$ cat src/sv/ptsd_pkg.sv
// shared types, constants and helpers for the palette texture stream decoder
// no dependencies; imported by every module of the block
package ptsd_pkg;

   // stream parser modes
   typedef enum logic [1:0] {
      MODE_SCAN   = 2'd0,
      MODE_HEADER = 2'd1,
      MODE_PIXELS = 2'd2
   } mode_type;

   // header layout
   localparam logic [31:0] MAGIC_WORD    = 32'h3246_4950;
   localparam int          HDR_POS_W     = 11;
   localparam logic [10:0] HEADER_LAST   = 11'd1051;
   localparam logic [10:0] WIDTH_FIRST   = 11'd4;
   localparam logic [10:0] WIDTH_LAST    = 11'd7;
   localparam logic [10:0] HEIGHT_FIRST  = 11'd8;
   localparam logic [10:0] HEIGHT_LAST   = 11'd11;
   localparam logic [10:0] PALETTE_BASE  = 11'd28;

   // palette store geometry
   localparam int PAL_ENTRIES = 256;
   localparam int PAL_ADDR_W  = $clog2(PAL_ENTRIES);

   // register and alpha constants
   localparam logic [15:0] MAX_DIM_RESET = 16'd1024;
   localparam logic [7:0]  ALPHA_HALF    = 8'h80;
   localparam logic [7:0]  ALPHA_FULL    = 8'hFF;

   // one byte write into the palette store
   typedef struct packed {
      logic                  en;
      logic [PAL_ADDR_W-1:0] entry;
      logic [1:0]            lane;
      logic [7:0]            data;
   } pal_wr_type;

   // one pixel lookup with its result tags
   typedef struct packed {
      logic                  valid;
      logic [PAL_ADDR_W-1:0] index;
      logic                  last;
      logic [15:0]           image_number;
      logic [31:0]           magic_offset;
   } pix_cmd_type;

   // pixel byte to palette index: bits 3 and 4 trade places
   function automatic logic [7:0] swap_bits_3_4(input logic [7:0] v);
      swap_bits_3_4 = {v[7:5], v[3], v[4], v[2:0]};
   endfunction

   // alpha expansion: half maps to full, anything else doubles and wraps
   function automatic logic [7:0] expand_alpha(input logic [7:0] a);
      expand_alpha = (a == ALPHA_HALF) ? ALPHA_FULL : {a[6:0], 1'b0};
   endfunction

endpackage

$ cat src/sv/ptsd_out.sv
// lookup stage and response register with alpha expansion
// depends on ptsd_pkg; takes the palette read data registered at the lookup
module ptsd_out (
   input  logic                  clock,
   input  logic                  reset,
   input  ptsd_pkg::pix_cmd_type pix_cmd,
   input  logic [31:0]           rd_data,
   output logic                  slot_free,
   output logic                  rsp_valid,
   input  logic                  rsp_ready,
   output logic [7:0]            rsp_red,
   output logic [7:0]            rsp_green,
   output logic [7:0]            rsp_blue,
   output logic [7:0]            rsp_alpha,
   output logic                  rsp_last_of_image,
   output logic [15:0]           rsp_image_number,
   output logic [31:0]           rsp_magic_offset
);
   import ptsd_pkg::*;

   logic        look_valid_ff;
   logic        look_last_ff;
   logic [15:0] look_image_ff;
   logic [31:0] look_offset_ff;
   logic        rsp_valid_ff;
   logic [7:0]  red_ff, green_ff, blue_ff, alpha_ff;
   logic        last_ff;
   logic [15:0] image_ff;
   logic [31:0] offset_ff;
   logic        advance;

   // the response register can take the lookup stage
   assign advance   = !rsp_valid_ff || rsp_ready;
   assign slot_free = !look_valid_ff || advance;

   // valid bits
   always_ff @(posedge clock) begin
      if (reset) begin
         look_valid_ff <= 1'b0;
         rsp_valid_ff  <= 1'b0;
      end else begin
         if (slot_free) begin
            look_valid_ff <= pix_cmd.valid;
         end
         if (advance) begin
            rsp_valid_ff <= look_valid_ff;
         end
      end
   end

   // lookup stage tags
   always_ff @(posedge clock) begin
      if (slot_free && pix_cmd.valid) begin
         look_last_ff   <= pix_cmd.last;
         look_image_ff  <= pix_cmd.image_number;
         look_offset_ff <= pix_cmd.magic_offset;
      end
   end

   // response payload
   always_ff @(posedge clock) begin
      if (advance && look_valid_ff) begin
         red_ff    <= rd_data[7:0];
         green_ff  <= rd_data[15:8];
         blue_ff   <= rd_data[23:16];
         alpha_ff  <= expand_alpha(rd_data[31:24]);
         last_ff   <= look_last_ff;
         image_ff  <= look_image_ff;
         offset_ff <= look_offset_ff;
      end
   end

   assign rsp_valid         = rsp_valid_ff;
   assign rsp_red           = red_ff;
   assign rsp_green         = green_ff;
   assign rsp_blue          = blue_ff;
   assign rsp_alpha         = alpha_ff;
   assign rsp_last_of_image = last_ff;
   assign rsp_image_number  = image_ff;
   assign rsp_magic_offset  = offset_ff;

endmodule

$ cat config.mk
export PLATFORM = sky130hd
export DESIGN_NAME = ptsd_out
export DESIGN_NICKNAME = d
export VERILOG_FILES = /design/src/sv/ptsd_pkg.sv /design/src/sv/ptsd_out.sv
export SDC_FILE = /design/constraint.sdc
export NUM_CORES = 1
export LEC_CHECK = 0
export ABC_CLOCK_PERIOD_IN_PS = 3000
export BUFFER_PORTS_ARGS = -buffer_cell sky130_fd_sc_hd__buf_2
export CORE_MARGIN = 3
export CORE_UTILIZATION = 42
export DETAILED_ROUTE_END_ITERATION = 8
export PLACE_DENSITY = 0.72
export SYNTH_ARGS = -nofsm -noshare
export SYNTH_HDL_FRONTEND = slang
export SYNTH_SLANG_ARGS = --single-unit
$ cat constraint.sdc
create_clock -name clock -period 3 [get_ports clock]
set_clock_uncertainty 0.1 [all_clocks]
set_input_delay 0.6 -clock clock [delete_from_list [all_inputs] [get_ports clock]]
set_output_delay 0.6 -clock clock [all_outputs]
set_load 0.005 [all_outputs]
==> impl_metrics.env <==
export IMPL_critPathRequiredTime_ns=2.30
export IMPL_cts_buffers=17
export IMPL_cts_hold_buffers_added=0
export IMPL_grt_first_pass_wirelength_um=10700
export IMPL_leakage_nw=2.27
export IMPL_drive_gt1_share_pct=59.1
export IMPL_finalCritPeriodShare_pct=60.8
export IMPL_finalPower_w=0.00439
export IMPL_synth_area_leader_cell="edfxtp_1"
export IMPL_drtIter0Drc=62
export IMPL_cts_tree="built"
export IMPL_die_y_um=105
export IMPL_critPathArrivalTime_ns=1.12
export IMPL_ys_seq_area_share_pct=96.0
export IMPL_clk_latency_ns=0.50
export IMPL_setup_viol=0
export IMPL_period_minus_slack_ns=1.82
export IMPL_worstSetupPathType="register to output port"
export IMPL_worstHoldPathType="input pin to register"
export IMPL_yosys_top_cells_count="edfxtp_1, o21bai_2"
export IMPL_ys_async_sr_fraction_pct=0
export IMPL_synth_area_um2=4110
export IMPL_ys_flop_type="edfxtp_1"
export IMPL_start_kind="register"
export IMPL_finalWirelength_um=7250
export IMPL_die_x_um=105
export IMPL_yosys_area_top_type_share_pct=95.0
export IMPL_synth_most_common_cell="edfxtp_1"
export IMPL_worst_pin_slew_ns=0.588
export IMPL_nNetsFinal=431
export IMPL_die_area_um2=11000
export IMPL_cts_repair_resized=0
export IMPL_synth_edf_count=130
export IMPL_drc=0
export IMPL_fp_row_count=35
export IMPL_clock_fmax_ghz=0.548
export IMPL_cts_clk_slew_worst_paths_ns=0.06
export IMPL_maxCapViolCount=0
export IMPL_cp_end_kind="output port"
export IMPL_areaGrowthSynthToFinish_pct=39.5
export IMPL_initial_core_util_pct=43.9
export IMPL_clockBufferDepth=2
export IMPL_vias=2088
export IMPL_grt_remaining_overflow=0
export IMPL_synthCells=152
export IMPL_rsz0062_at_grt="no"
export IMPL_grt_util_all_layers_pct=13.4
export IMPL_core_um2=9370
export IMPL_antenna_left=0
export IMPL_ys_warnings_count=0
export IMPL_wire_per_inst_um=15.1
export IMPL_power_density_nw_per_um2=765
export IMPL_cts_sinks=132
export IMPL_hold_viol=0
export IMPL_grt_pass1_vias=2112
export IMPL_vias_per_cell=4.36
export IMPL_cts_setup_buffers=0
export IMPL_cts_max_level=4
export IMPL_first_pass_iters=4
export IMPL_slew_headroom_pct=60.8
export IMPL_synth_nets=245
export IMPL_ys_types=13
export IMPL_grt_max_degree=49
export IMPL_antenna_found_initial=2
export IMPL_fin_tns_setup_ns=0
export IMPL_status="completed"
export IMPL_dp_hpwl_um=5120
export IMPL_clockRootBuffer="clkbuf_8"
export IMPL_diodes=0
export IMPL_yosys_top_cells_area="edfxtp_1, o21bai_2, dfxtp_1"
export IMPL_portBuffers=167
export IMPL_drv_slew=0
export IMPL_ioPinCount=176
export IMPL_ys_ff_latch=132
export IMPL_place_gp_congestion=0.680
export IMPL_avgSynthCellArea_um2=27.0
export IMPL_path_max_fanout=3
export IMPL_peakVddDrop_mv=0.386
stage by stage:
step / hold WS (ns) / area (um2) / setup WS (ns) / util, % / std cells
2_1_floorplan: 0.300 / 4110 / 0.546 / - / 152
3_3_place_gp: 0.300 / 5130 / 0.957 / 54.8 / 448
3_5_place_dp: 0.305 / 5130 / 0.911 / 54.8 / 448
4_1_cts: 0.143 / 5730 / 1.15 / 61.2 / 479
5_1_grt: 0.136 / 5730 / 1.10 / 61.2 / 479
6_report: 0.164 / 5730 / 1.18 / 61.2 / 479
sequential cells by signal, summed over array words and instances (netlist names):
signal and flops:
rsp_valid 1, look_last_ff 1, look_offset_ff 32, rsp_image_number 16, rsp_red 8, rsp_blue 8, rsp_last_of_image 1, look_valid_ff 1
look_image_ff 16, rsp_alpha 8, rsp_magic_offset 32, rsp_green 8
cells by family after synthesis:
logic type | Yosys count | share of synthesized area (%)
buf+inv | 4 | 0.639
compound gates | 9 | 2.16
flops | 132 | 96.0
simple gates | 7 | 1.25
layer usage:
metal	track usage, %	routed length [um]
met5	0	14
met4	4.87	74
met3	7.60	787
met2	22.0	3730
met1	14.3	2650
critical path, cell delays in order, from the launching register on:
cell and delay [ns]:
dfxtp_1 0.36, nand3b_1 0.12, buf_2 0.15
power breakdown:
group	switching (W)	leakage [nW]	internal, W
Combinational	0.0000863	0.730	0.0000827
Clock	0.000715	0.287	0.00134
Sequential	0.0000208	1.25	0.00214
cell usage in the layout (no fill, tap or decap), drive strengths merged:
| master | count |
|---|---|
| buf | 169 |
| edfxtp | 130 |
| clkbuf | 18 |
| o21bai | 7 |
| clkinv | 5 |
| bufinv | 4 |
| inv | 4 |
| a21oi | 2 |
| clkinvlp | 2 |
| dfxtp | 2 |
| and2 | 2 |
| nand3b | 1 |
| nand2b | 1 |
| or4 | 1 |
| or4b | 1 |
| nor2 | 1 |
final timing paths:
check                                   startpoint              endpoint  slack (ns)  cells after the start
worst min-delay path                         reset         look_valid_ff        0.16                      2
worst max register to register           rsp_valid     look_image_ff[10]        1.33                      3
worst min register to register  look_offset_ff[11]  rsp_magic_offset[11]        0.31                      0
worst max-delay path                     rsp_valid             slot_free        1.18                      2
area by class of cell:
type                       count  area (um2)
multi-input combinational     16         144
inverter                       2        7.51
timing repair buffer         169         876
tap                          129         161
sequential                   132        3940
clock buffer                  18         418
clock inverter                13         183
fill                         727        3640
No activity file was read; power rests on OpenSTA's default activity.
