$ cat src/sv/ptsd_pkg.sv
// shared types, constants and helpers for the palette texture stream decoder
// no dependencies; imported by every module of the block
package ptsd_pkg;

   // stream parser modes
   typedef enum logic [1:0] {
      MODE_SCAN   = 2'd0,
      MODE_HEADER = 2'd1,
      MODE_PIXELS = 2'd2
   } mode_type;

   // header layout
   localparam logic [31:0] MAGIC_WORD    = 32'h3246_4950;
   localparam int          HDR_POS_W     = 11;
   localparam logic [10:0] HEADER_LAST   = 11'd1051;
   localparam logic [10:0] WIDTH_FIRST   = 11'd4;
   localparam logic [10:0] WIDTH_LAST    = 11'd7;
   localparam logic [10:0] HEIGHT_FIRST  = 11'd8;
   localparam logic [10:0] HEIGHT_LAST   = 11'd11;
   localparam logic [10:0] PALETTE_BASE  = 11'd28;

   // palette store geometry
   localparam int PAL_ENTRIES = 256;
   localparam int PAL_ADDR_W  = $clog2(PAL_ENTRIES);

   // register and alpha constants
   localparam logic [15:0] MAX_DIM_RESET = 16'd1024;
   localparam logic [7:0]  ALPHA_HALF    = 8'h80;
   localparam logic [7:0]  ALPHA_FULL    = 8'hFF;

   // one byte write into the palette store
   typedef struct packed {
      logic                  en;
      logic [PAL_ADDR_W-1:0] entry;
      logic [1:0]            lane;
      logic [7:0]            data;
   } pal_wr_type;

   // one pixel lookup with its result tags
   typedef struct packed {
      logic                  valid;
      logic [PAL_ADDR_W-1:0] index;
      logic                  last;
      logic [15:0]           image_number;
      logic [31:0]           magic_offset;
   } pix_cmd_type;

   // pixel byte to palette index: bits 3 and 4 trade places
   function automatic logic [7:0] swap_bits_3_4(input logic [7:0] v);
      swap_bits_3_4 = {v[7:5], v[3], v[4], v[2:0]};
   endfunction

   // alpha expansion: half maps to full, anything else doubles and wraps
   function automatic logic [7:0] expand_alpha(input logic [7:0] a);
      expand_alpha = (a == ALPHA_HALF) ? ALPHA_FULL : {a[6:0], 1'b0};
   endfunction

endpackage

$ cat src/sv/ptsd_ctrl.sv
// stream parser: magic scan, header capture, pixel counting
// depends on ptsd_pkg; drives palette writes and pixel lookups
module ptsd_ctrl (
   input  logic                 clock,
   input  logic                 reset,
   input  logic                 accept,
   input  logic [7:0]           data_byte,
   input  logic [15:0]          max_dimension,
   output ptsd_pkg::pal_wr_type pal_wr,
   output ptsd_pkg::pix_cmd_type pix_cmd
);
   import ptsd_pkg::*;

   mode_type              mode_ff, mode_in;
   logic [1:0]            group_pos_ff, group_pos_in;
   logic [23:0]           group_bytes_ff, group_bytes_in;
   logic [HDR_POS_W-1:0]  header_pos_ff, header_pos_in;
   logic [31:0]           width_ff, width_in;
   logic [31:0]           height_ff, height_in;
   logic [31:0]           pixels_left_ff, pixels_left_in;
   logic [31:0]           area_ff, area_in;
   logic [15:0]           images_done_ff, images_done_in;
   logic [31:0]           stream_pos_ff, stream_pos_in;
   logic [31:0]           magic_off_ff, magic_off_in;

   logic                  magic_hit;
   logic                  header_end;
   logic                  dims_ok;
   logic                  last_pixel;
   logic [HDR_POS_W-1:0]  pal_rel;

   // shared decode terms
   assign magic_hit  = ({group_bytes_ff, data_byte} == MAGIC_WORD);
   assign header_end = (header_pos_ff == HEADER_LAST);
   assign dims_ok    = (width_ff[31:16] == 16'd0) && (height_ff[31:16] == 16'd0)
                       && (width_ff[15:0] <= max_dimension)
                       && (height_ff[15:0] <= max_dimension);
   assign last_pixel = (pixels_left_ff == 32'd1);
   assign pal_rel    = header_pos_ff - PALETTE_BASE;

   // pixel count, registered from the captured dimension bytes
   assign area_in = width_ff[15:0] * height_ff[15:0];

   // next mode
   always_comb begin
      mode_in = mode_ff;
      if (accept) begin
         case (mode_ff)
            MODE_HEADER: begin
               if (header_end) begin
                  mode_in = (dims_ok && (area_ff != 32'd0)) ? MODE_PIXELS : MODE_SCAN;
               end
            end
            MODE_PIXELS: begin
               if (last_pixel) begin
                  mode_in = MODE_SCAN;
               end
            end
            default: begin
               mode_in = (group_pos_ff == 2'd3 && magic_hit) ? MODE_HEADER : MODE_SCAN;
            end
         endcase
      end
   end

   // next datapath state
   always_comb begin
      group_pos_in   = group_pos_ff;
      group_bytes_in = group_bytes_ff;
      header_pos_in  = header_pos_ff;
      width_in       = width_ff;
      height_in      = height_ff;
      pixels_left_in = pixels_left_ff;
      images_done_in = images_done_ff;
      stream_pos_in  = stream_pos_ff;
      magic_off_in   = magic_off_ff;
      if (accept) begin
         stream_pos_in = stream_pos_ff + 32'd1;
         case (mode_ff)
            MODE_HEADER: begin
               if (header_pos_ff inside {[WIDTH_FIRST:WIDTH_LAST]}) begin
                  width_in[8*header_pos_ff[1:0] +: 8] = data_byte;
               end
               if (header_pos_ff inside {[HEIGHT_FIRST:HEIGHT_LAST]}) begin
                  height_in[8*header_pos_ff[1:0] +: 8] = data_byte;
               end
               if (header_end) begin
                  group_pos_in   = 2'd0;
                  group_bytes_in = 24'd0;
                  header_pos_in  = '0;
                  if (dims_ok) begin
                     pixels_left_in = area_ff;
                  end
               end else begin
                  header_pos_in = header_pos_ff + 11'd1;
               end
            end
            MODE_PIXELS: begin
               pixels_left_in = pixels_left_ff - 32'd1;
               if (last_pixel) begin
                  images_done_in = images_done_ff + 16'd1;
                  group_pos_in   = 2'd0;
                  group_bytes_in = 24'd0;
               end
            end
            default: begin
               if (group_pos_ff != 2'd3) begin
                  group_bytes_in = {group_bytes_ff[15:0], data_byte};
                  group_pos_in   = group_pos_ff + 2'd1;
               end else begin
                  group_pos_in   = 2'd0;
                  group_bytes_in = 24'd0;
                  if (magic_hit) begin
                     magic_off_in  = stream_pos_ff - 32'd3;
                     header_pos_in = '0;
                     width_in      = 32'd0;
                     height_in     = 32'd0;
                  end
               end
            end
         endcase
      end
   end

   // outputs: palette byte writes and pixel lookups
   always_comb begin
      pal_wr.en    = accept && (mode_ff == MODE_HEADER) && (header_pos_ff >= PALETTE_BASE);
      pal_wr.entry = pal_rel[9:2];
      pal_wr.lane  = pal_rel[1:0];
      pal_wr.data  = data_byte;

      pix_cmd.valid        = accept && (mode_ff == MODE_PIXELS);
      pix_cmd.index        = swap_bits_3_4(data_byte);
      pix_cmd.last         = last_pixel;
      pix_cmd.image_number = images_done_ff;
      pix_cmd.magic_offset = magic_off_ff;
   end

   // state registers
   always_ff @(posedge clock) begin
      if (reset) begin
         mode_ff        <= MODE_SCAN;
         group_pos_ff   <= 2'd0;
         group_bytes_ff <= 24'd0;
         header_pos_ff  <= '0;
         width_ff       <= 32'd0;
         height_ff      <= 32'd0;
         pixels_left_ff <= 32'd0;
         images_done_ff <= 16'd0;
         stream_pos_ff  <= 32'd0;
         magic_off_ff   <= 32'd0;
      end else begin
         mode_ff        <= mode_in;
         group_pos_ff   <= group_pos_in;
         group_bytes_ff <= group_bytes_in;
         header_pos_ff  <= header_pos_in;
         width_ff       <= width_in;
         height_ff      <= height_in;
         pixels_left_ff <= pixels_left_in;
         images_done_ff <= images_done_in;
         stream_pos_ff  <= stream_pos_in;
         magic_off_ff   <= magic_off_in;
      end
   end

   // product register, no reset needed
   always_ff @(posedge clock) begin
      area_ff <= area_in;
   end

endmodule

$ cat config.mk
export PLATFORM = sky130hd
export DESIGN_NAME = ptsd_ctrl
export DESIGN_NICKNAME = d
export VERILOG_FILES = /design/src/sv/ptsd_pkg.sv /design/src/sv/ptsd_ctrl.sv
export SDC_FILE = /design/constraint.sdc
export NUM_CORES = 1
export LEC_CHECK = 0
export BUFFER_PORTS_ARGS = -buffer_cell sky130_fd_sc_hd__buf_2
export CAP_MARGIN = 20
export CORE_MARGIN = 8
export CORE_UTILIZATION = 67
export DETAILED_ROUTE_END_ITERATION = 16
export PLACE_DENSITY = 0.85
export SKIP_LAST_GASP = 1
export SYNTH_ARGS = -nofsm -noshare
export SYNTH_HDL_FRONTEND = slang
export SYNTH_SLANG_ARGS = --single-unit
$ cat constraint.sdc
create_clock -name clock -period 13.84 [get_ports clock]
set_input_delay 0.692 -clock clock [delete_from_list [all_inputs] [get_ports clock]]
set_output_delay 0.692 -clock clock [all_outputs]
set_load 0.01 [all_outputs]
==> metrics.cfg, run 1 <==
[status]
status=finished, final reports clean

[floorplanning]
start_util_pct=67.4
rows=64
coreArea_um2=30300
ios=104
die_w_um=190
die_area_um2=36300
die_height_um=190

[setup_path]
cp_max_fo=18
crit_slowest_cell=dfxtp_1
crit_top_cell=fa_1
crit_chain=nand2_1 -> fa_1 -> fa_1 -> fa_1 -> inv_1 -> fa_1 -> fa_1 -> inv_1 -> fa_1 -> inv_1 -> ha_1 -> and4_1 -> a221oi_1 -> o211ai_1 -> a211oi_1 -> o31ai_1 -> a21oi_1 -> xnor2_1
cp-end-kind=register
setup.worst_path.class=reg2reg
cp.arrival_ns=6.91
rrSetupSlack_ns=7.41
crit_family=adder cells
cpPeakStageDelay_ns=0.86
cp_num_buf_inv=3
cp_data_required_time_ns=14.32
start_kind=register

[synth]
synth-seq-cells=247
synthTopCellsByCount=inv_1, nand2_1, dfxtp_1
async_reset_ff_share_pct=0
yosys.area.top_type=dfxtp_1
synthCells=2385
netlist.area_leader.share_pct=24.2
synth_edf_count=0
synth_seq_area_share_pct=24.2
yosysWarnings=0
netlist_area_um2=20400
syn_area_per_cell_um2=8.55
synth_area_leaders=dfxtp_1, fa_1, ha_1
synth_ff_type=dfxtp_1
post-synth-top-count-cell=inv_1
synth_cell_type_count=78
synthesis.nets=2756

[route]
vias=16900
drc=0
drt-pass1-iter-count=6
ant_nets=0
drtIter0Drc=1395
wl_mm=49.8
via_per_inst=6.02
avgRoutedWirePerCell_um=17.7

[clock_network]
cts_tree=yes
h-tree-depth=1
clk_latency_ns=0.55
cts_resized=0
postCtsSetupRepairBufs=0
clockBufferDepth=3
cts_root_buf=clkbuf_16
clkTransAtPathRegs_ns=0.06
cts_hold_buf=0
numClockSinks=247
cts_made_buffers=27

[timing]
setup_viol=0
fmax_mhz=155
drv_slew=0
max_slew_margin_pct=28.2
fin_crit_sh_pct=46.5
hold_viol=0
grt_setup_unrepaired=no
worst_pin_slew_ns=1.08
period_needed_ns=6.43
skew_ns=0.0146
setup_tns_ns=0

[hold_path]
hold_class=reg2reg

[final_layout]
design_area_um2=21800
area_growth_pct=6.88
fillers=2220
register_area_um2=4940
layout.nets=2761
drive_gt1_share_pct=7.88
multiInputGateArea_um2=13800

[power]
power.density_nw_per_um2=68.7
max-vdd-ir-drop_mv=0.123
leakagePower_nw=9.90

[grt]
use_met3_pct=3.66
grt_max_degree=109
grt_overflow=0
grt_pass1_vias=16900
met1_usage_pct=35.0
antenna_found_initial=0
use_met2_pct=45.5
grt_usage_pct=26.7
grt_pass1_wl_mm=81.4
busiest_layer=met2

[run]
cap_violations=0

[place]
place_area_um2=20900
io_buffers=103
place_congestion=0.926
place_hpwl_mm=36.8

==> worst reg2reg max path: cells and delay by family (launching register included) <==
family / cells / cell delay [ns]
AOI/OAI and AO/OA: 5 / 1.40
xor gates and xnor gates: 1 / 0.13
adders and majority gates: 7 / 3.42
buffers and inverters: 3 / 0.15
DFF: 1 / 0.86
and+or+nand+nor: 2 / 0.41
==> state kept, by name, summed over array words and instances (netlist names), 11 cells and up <==
register        count
area_ff            32
height_ff          32
magic_off_ff       32
pixels_left_ff     32
stream_pos_ff      32
width_ff           32
group_bytes_ff     24
images_done_ff     16
header_pos_ff      11
==> report_power, final <==
part / internal (mW) / total (mW) / switching, mW
combinational: 0.0158 / 0.0526 / 0.0368
clock: 0.425 / 0.728 / 0.302
sequential: 0.714 / 0.718 / 0.00383
total: 1.16 / 1.50 / 0.343
==> layer usage <==
layer  vias up  wire (um)  share of wire [%]
li1       7881          -                  -
met1      8214      21100                 42
met2       684      23800                 48
met3       120       3630                7.3
met4         0       1340                2.7
met5         -          0                  0
==> layout by cell type (no fill, tap or decap), types with 13 or more instances in the layout <==
cell type	Yosys	layout
inv_1	279	279
nand2_1	266	266
dfxtp_1	247	247
nor2_1	220	220
fa_1	194	194
ha_1	150	150
and2_1	130	130
a21oi_1	124	124
buf_2	13	102
nand3_1	58	57
xnor2_1	55	55
xor2_1	53	53
o21ai_0	52	52
mux2i_1	46	46
nand4_1	40	40
a22oi_1	37	37
nor4_1	30	30
nor3_1	28	28
clkbuf_16	0	27
or3_1	19	19
and3_1	16	16
a21o_1	15	15
nor2b_1	14	14
nand2b_1	13	13
==> area by class of cell <==
class	instances	area share (%)
inverters	280	4.82
clock inverters	14	0.666
diodes	1	0.0115
multi-input cells	1720	63.2
well taps	396	2.27
flip-flops and latches	247	22.7
clock buffers	36	3.48
repair buffers	114	2.86
==> cells by family after synthesis <==
kind of cell / Yosys count / synth area share (%)
AOI/OAI and AO/OA: 323 / 10.1
and+or+nand+nor: 899 / 22.2
muxes: 46 / 2.26
DFF: 247 / 24.2
buffers and inverters: 418 / 8.24
xor gates and xnor gates: 108 / 4.64
adders and majority gates: 344 / 28.2
==> final timing paths <==
| kind | start | end | cells after the start |
|---|---|---|---|
| max | width_ff[10] | area_ff[31] | 18 |
| min | group_bytes_ff[17] | group_bytes_ff[17] | 2 |
| max reg2reg | width_ff[10] | area_ff[31] | 18 |
| min reg2reg | group_bytes_ff[17] | group_bytes_ff[17] | 2 |
==> per-stage QoR <==
stage                     hold WS [ns]  worst slack, ns  utilization, %  power, mW  instances
after floorplan                  0.427             8.06               -      0.770       2385
after global placement           0.436             7.65            68.9      0.783       2755
after detailed placement         0.447             7.51            68.9      0.785       2755
after CTS                        0.456             7.53            71.9       1.50       2805
after global routing             0.476             7.15            72.0       1.54       2807
final                            0.454             7.41            72.0       1.50       2808
Power figures use the tool's default switching activity.
==> run 2: changes to the inputs <==
--- a/config.mk
+++ b/config.mk
@@ -5,12 +5,13 @@
 export SDC_FILE = /design/constraint.sdc
 export NUM_CORES = 1
 export LEC_CHECK = 0
+export ABC_AREA = 1
 export BUFFER_PORTS_ARGS = -buffer_cell sky130_fd_sc_hd__buf_2
 export CAP_MARGIN = 20
 export CORE_MARGIN = 8
-export CORE_UTILIZATION = 67
+export CORE_UTILIZATION = 64
 export DETAILED_ROUTE_END_ITERATION = 16
-export PLACE_DENSITY = 0.85
+export PLACE_DENSITY = 0.82
 export SKIP_LAST_GASP = 1
 export SYNTH_ARGS = -nofsm -noshare
 export SYNTH_HDL_FRONTEND = slang
==> constraint.sdc (replaced) <==
create_clock -name clock -period 6.3 [get_ports clock]
set_input_delay 0.315 -clock clock [delete_from_list [all_inputs] [get_ports clock]]
set_output_delay 0.315 -clock clock [all_outputs]
set_load 0.01 [all_outputs]
==> metrics.cfg, run 2 <==
[status]
status=finished, final reports clean

[final_layout]
layout_commonest_cell=nand2_1
design_area_um2=23900
final_cell_mix=nand2_1, inv_1, nor2_1
fin_cells=3620
layout.nets=3517
drive_gt1_share_pct=8.72
fillers=2906
post-route-util_pct=69.4
diodes=0
area_growth_pct=6.95

[clock_network]
cts_resized=0
numClockSinks=247
h-tree-depth=1
cts_made_buffers=27
clockBufferDepth=3
clk_latency_ns=0.56
cts_hold_buf=0
postCtsSetupRepairBufs=0
clkTransAtPathRegs_ns=0.06
cts_root_buf=clkbuf_16
cts_tree=yes

[run]
cap_violations=0

[timing]
skew_ns=0.0126
drv_slew=0
worst_pin_slew_ns=0.942
setup_viol=0
fin_crit_sh_pct=95.5
setup_tns_ns=0
period_needed_ns=6.02
fmax_mhz=166
grt_setup_unrepaired=no
hold_viol=0
max_slew_margin_pct=37.2

[synth]
synthTopCellsByCount=nand2_1, inv_1, nor2_1
synth_edf_count=0
synth-seq-cells=247
synth_area_leaders=dfxtp_1, fa_1, nand2_1
synth_cell_type_count=59
synthCells=3142
netlist.area_leader.share_pct=22.1
synth_ff_type=dfxtp_1
yosys.area.top_type=dfxtp_1
netlist_area_um2=22400
syn_area_per_cell_um2=7.11
synth_seq_area_share_pct=22.1
async_reset_ff_share_pct=0
synthesis.nets=3513
post-synth-top-count-cell=nand2_1
yosysWarnings=0

[setup_path]
cp_max_fo=18
crit_chain=nand2_1 -> fa_1 -> fa_1 -> fa_1 -> inv_1 -> fa_1 -> fa_1 -> inv_1 -> fa_1 -> inv_1 -> ha_1 -> a21o_1 -> nor2_1 -> a21boi_0 -> o21ai_0 -> xor2_1
cp_data_required_time_ns=6.74
setup.worst_path.class=reg2reg
crit_top_cell=fa_1
cpPeakStageDelay_ns=0.84
crit_slowest_cell=dfxtp_1
cp.arrival_ns=6.45
cp-end-kind=register
start_kind=register

[grt]
grt_usage_pct=28.3
grt_pass1_wl_mm=98.3
grt_pass1_vias=20500
antenna_found_initial=0
grt_max_degree=78
grt_overflow=0

[route]
vias=20100
drtIter0Drc=1440
wl_mm=57.9
via_per_inst=5.55
drt-pass1-iter-count=9
drc=0
ant_nets=0
avgRoutedWirePerCell_um=16.0

[floorplanning]
ios=104
die_area_um2=41200
die_w_um=203
die_height_um=203
start_util_pct=64.9
rows=68
coreArea_um2=34500

[power]
leakagePower_nw=12.4
power.density_nw_per_um2=177
max-vdd-ir-drop_mv=0.202

[place]
place_hpwl_mm=44.4
io_buffers=103
dp_cells=3572
place_congestion=0.905
place_area_um2=22900

[hold_path]
hold_class=in2reg

run 2: metrics by stage:
stage | setup WS (ns) | hold slack [ns] | power [mW]
after global routing | 0.00936 | 0.0988 | 4.41
after CTS | 0.365 | 0.0886 | 4.24
final | 0.283 | 0.101 | 4.23
after floorplan | 0.751 | 0.436 | 2.27
after global placement | 0.401 | 0.446 | 2.42
after detailed placement | 0.366 | 0.457 | 2.45
run 2: layout make-up:
type / count / area (um^2) / share of cell area [%]
inverters: 588 / 2210 / 9.24
repair buffers: 135 / 758 / 3.17
clock inverters: 15 / 268 / 1.12
clock buffers: 33 / 738 / 3.09
flip-flops and latches: 247 / 4940 / 20.7
multi-input cells: 2147 / 14400 / 60.3
well taps: 455 / 569 / 2.38
run 2: cells by family after synthesis:
kind of cell	count (synthesis)	synth area share, %
muxes	1	0.0448
and+or+nand+nor	1371	26.8
buffers and inverters	748	13.4
DFF	247	22.1
AOI/OAI and AO/OA	346	8.54
xor gates and xnor gates	85	3.33
adders and majority gates	344	25.8
run 2: worst paths after layout:
check / cells past startpoint / end / slack, ns / startpoint
worst min-delay path: 3 / group_bytes_ff[5] / 0.10 / data_byte[5]
worst min register to register: 2 / magic_off_ff[15] / 0.46 / magic_off_ff[15]
worst max-delay path: 16 / area_ff[17] / 0.28 / width_ff[9]
worst max register to register: 16 / area_ff[17] / 0.28 / width_ff[9]
run 2: per-layer routing:
layer,vias up,GRT usage (%),wire (um)
li1,9679,-,-
met1,9402,34.9,23200
met2,836,49.2,27900
met3,176,4.42,4660
met4,0,11.2,2190
met5,-,0,0
run 2: critical path: cells and delay by family, from the launching register on:
family | cells | cell delay (ns)
buffers and inverters | 3 | 0.15
adders and majority gates | 7 | 3.44
DFF | 1 | 0.84
and+or+nand+nor | 2 | 0.37
xor gates and xnor gates | 1 | 0.17
AOI/OAI and AO/OA | 3 | 0.89
run 2: report_power, final:
group	switching (mW)	internal (mW)	leakage (nW)
sequential	0.0613	1.61	2.00
clock	0.677	1.12	0.496
combinational	0.529	0.230	9.86
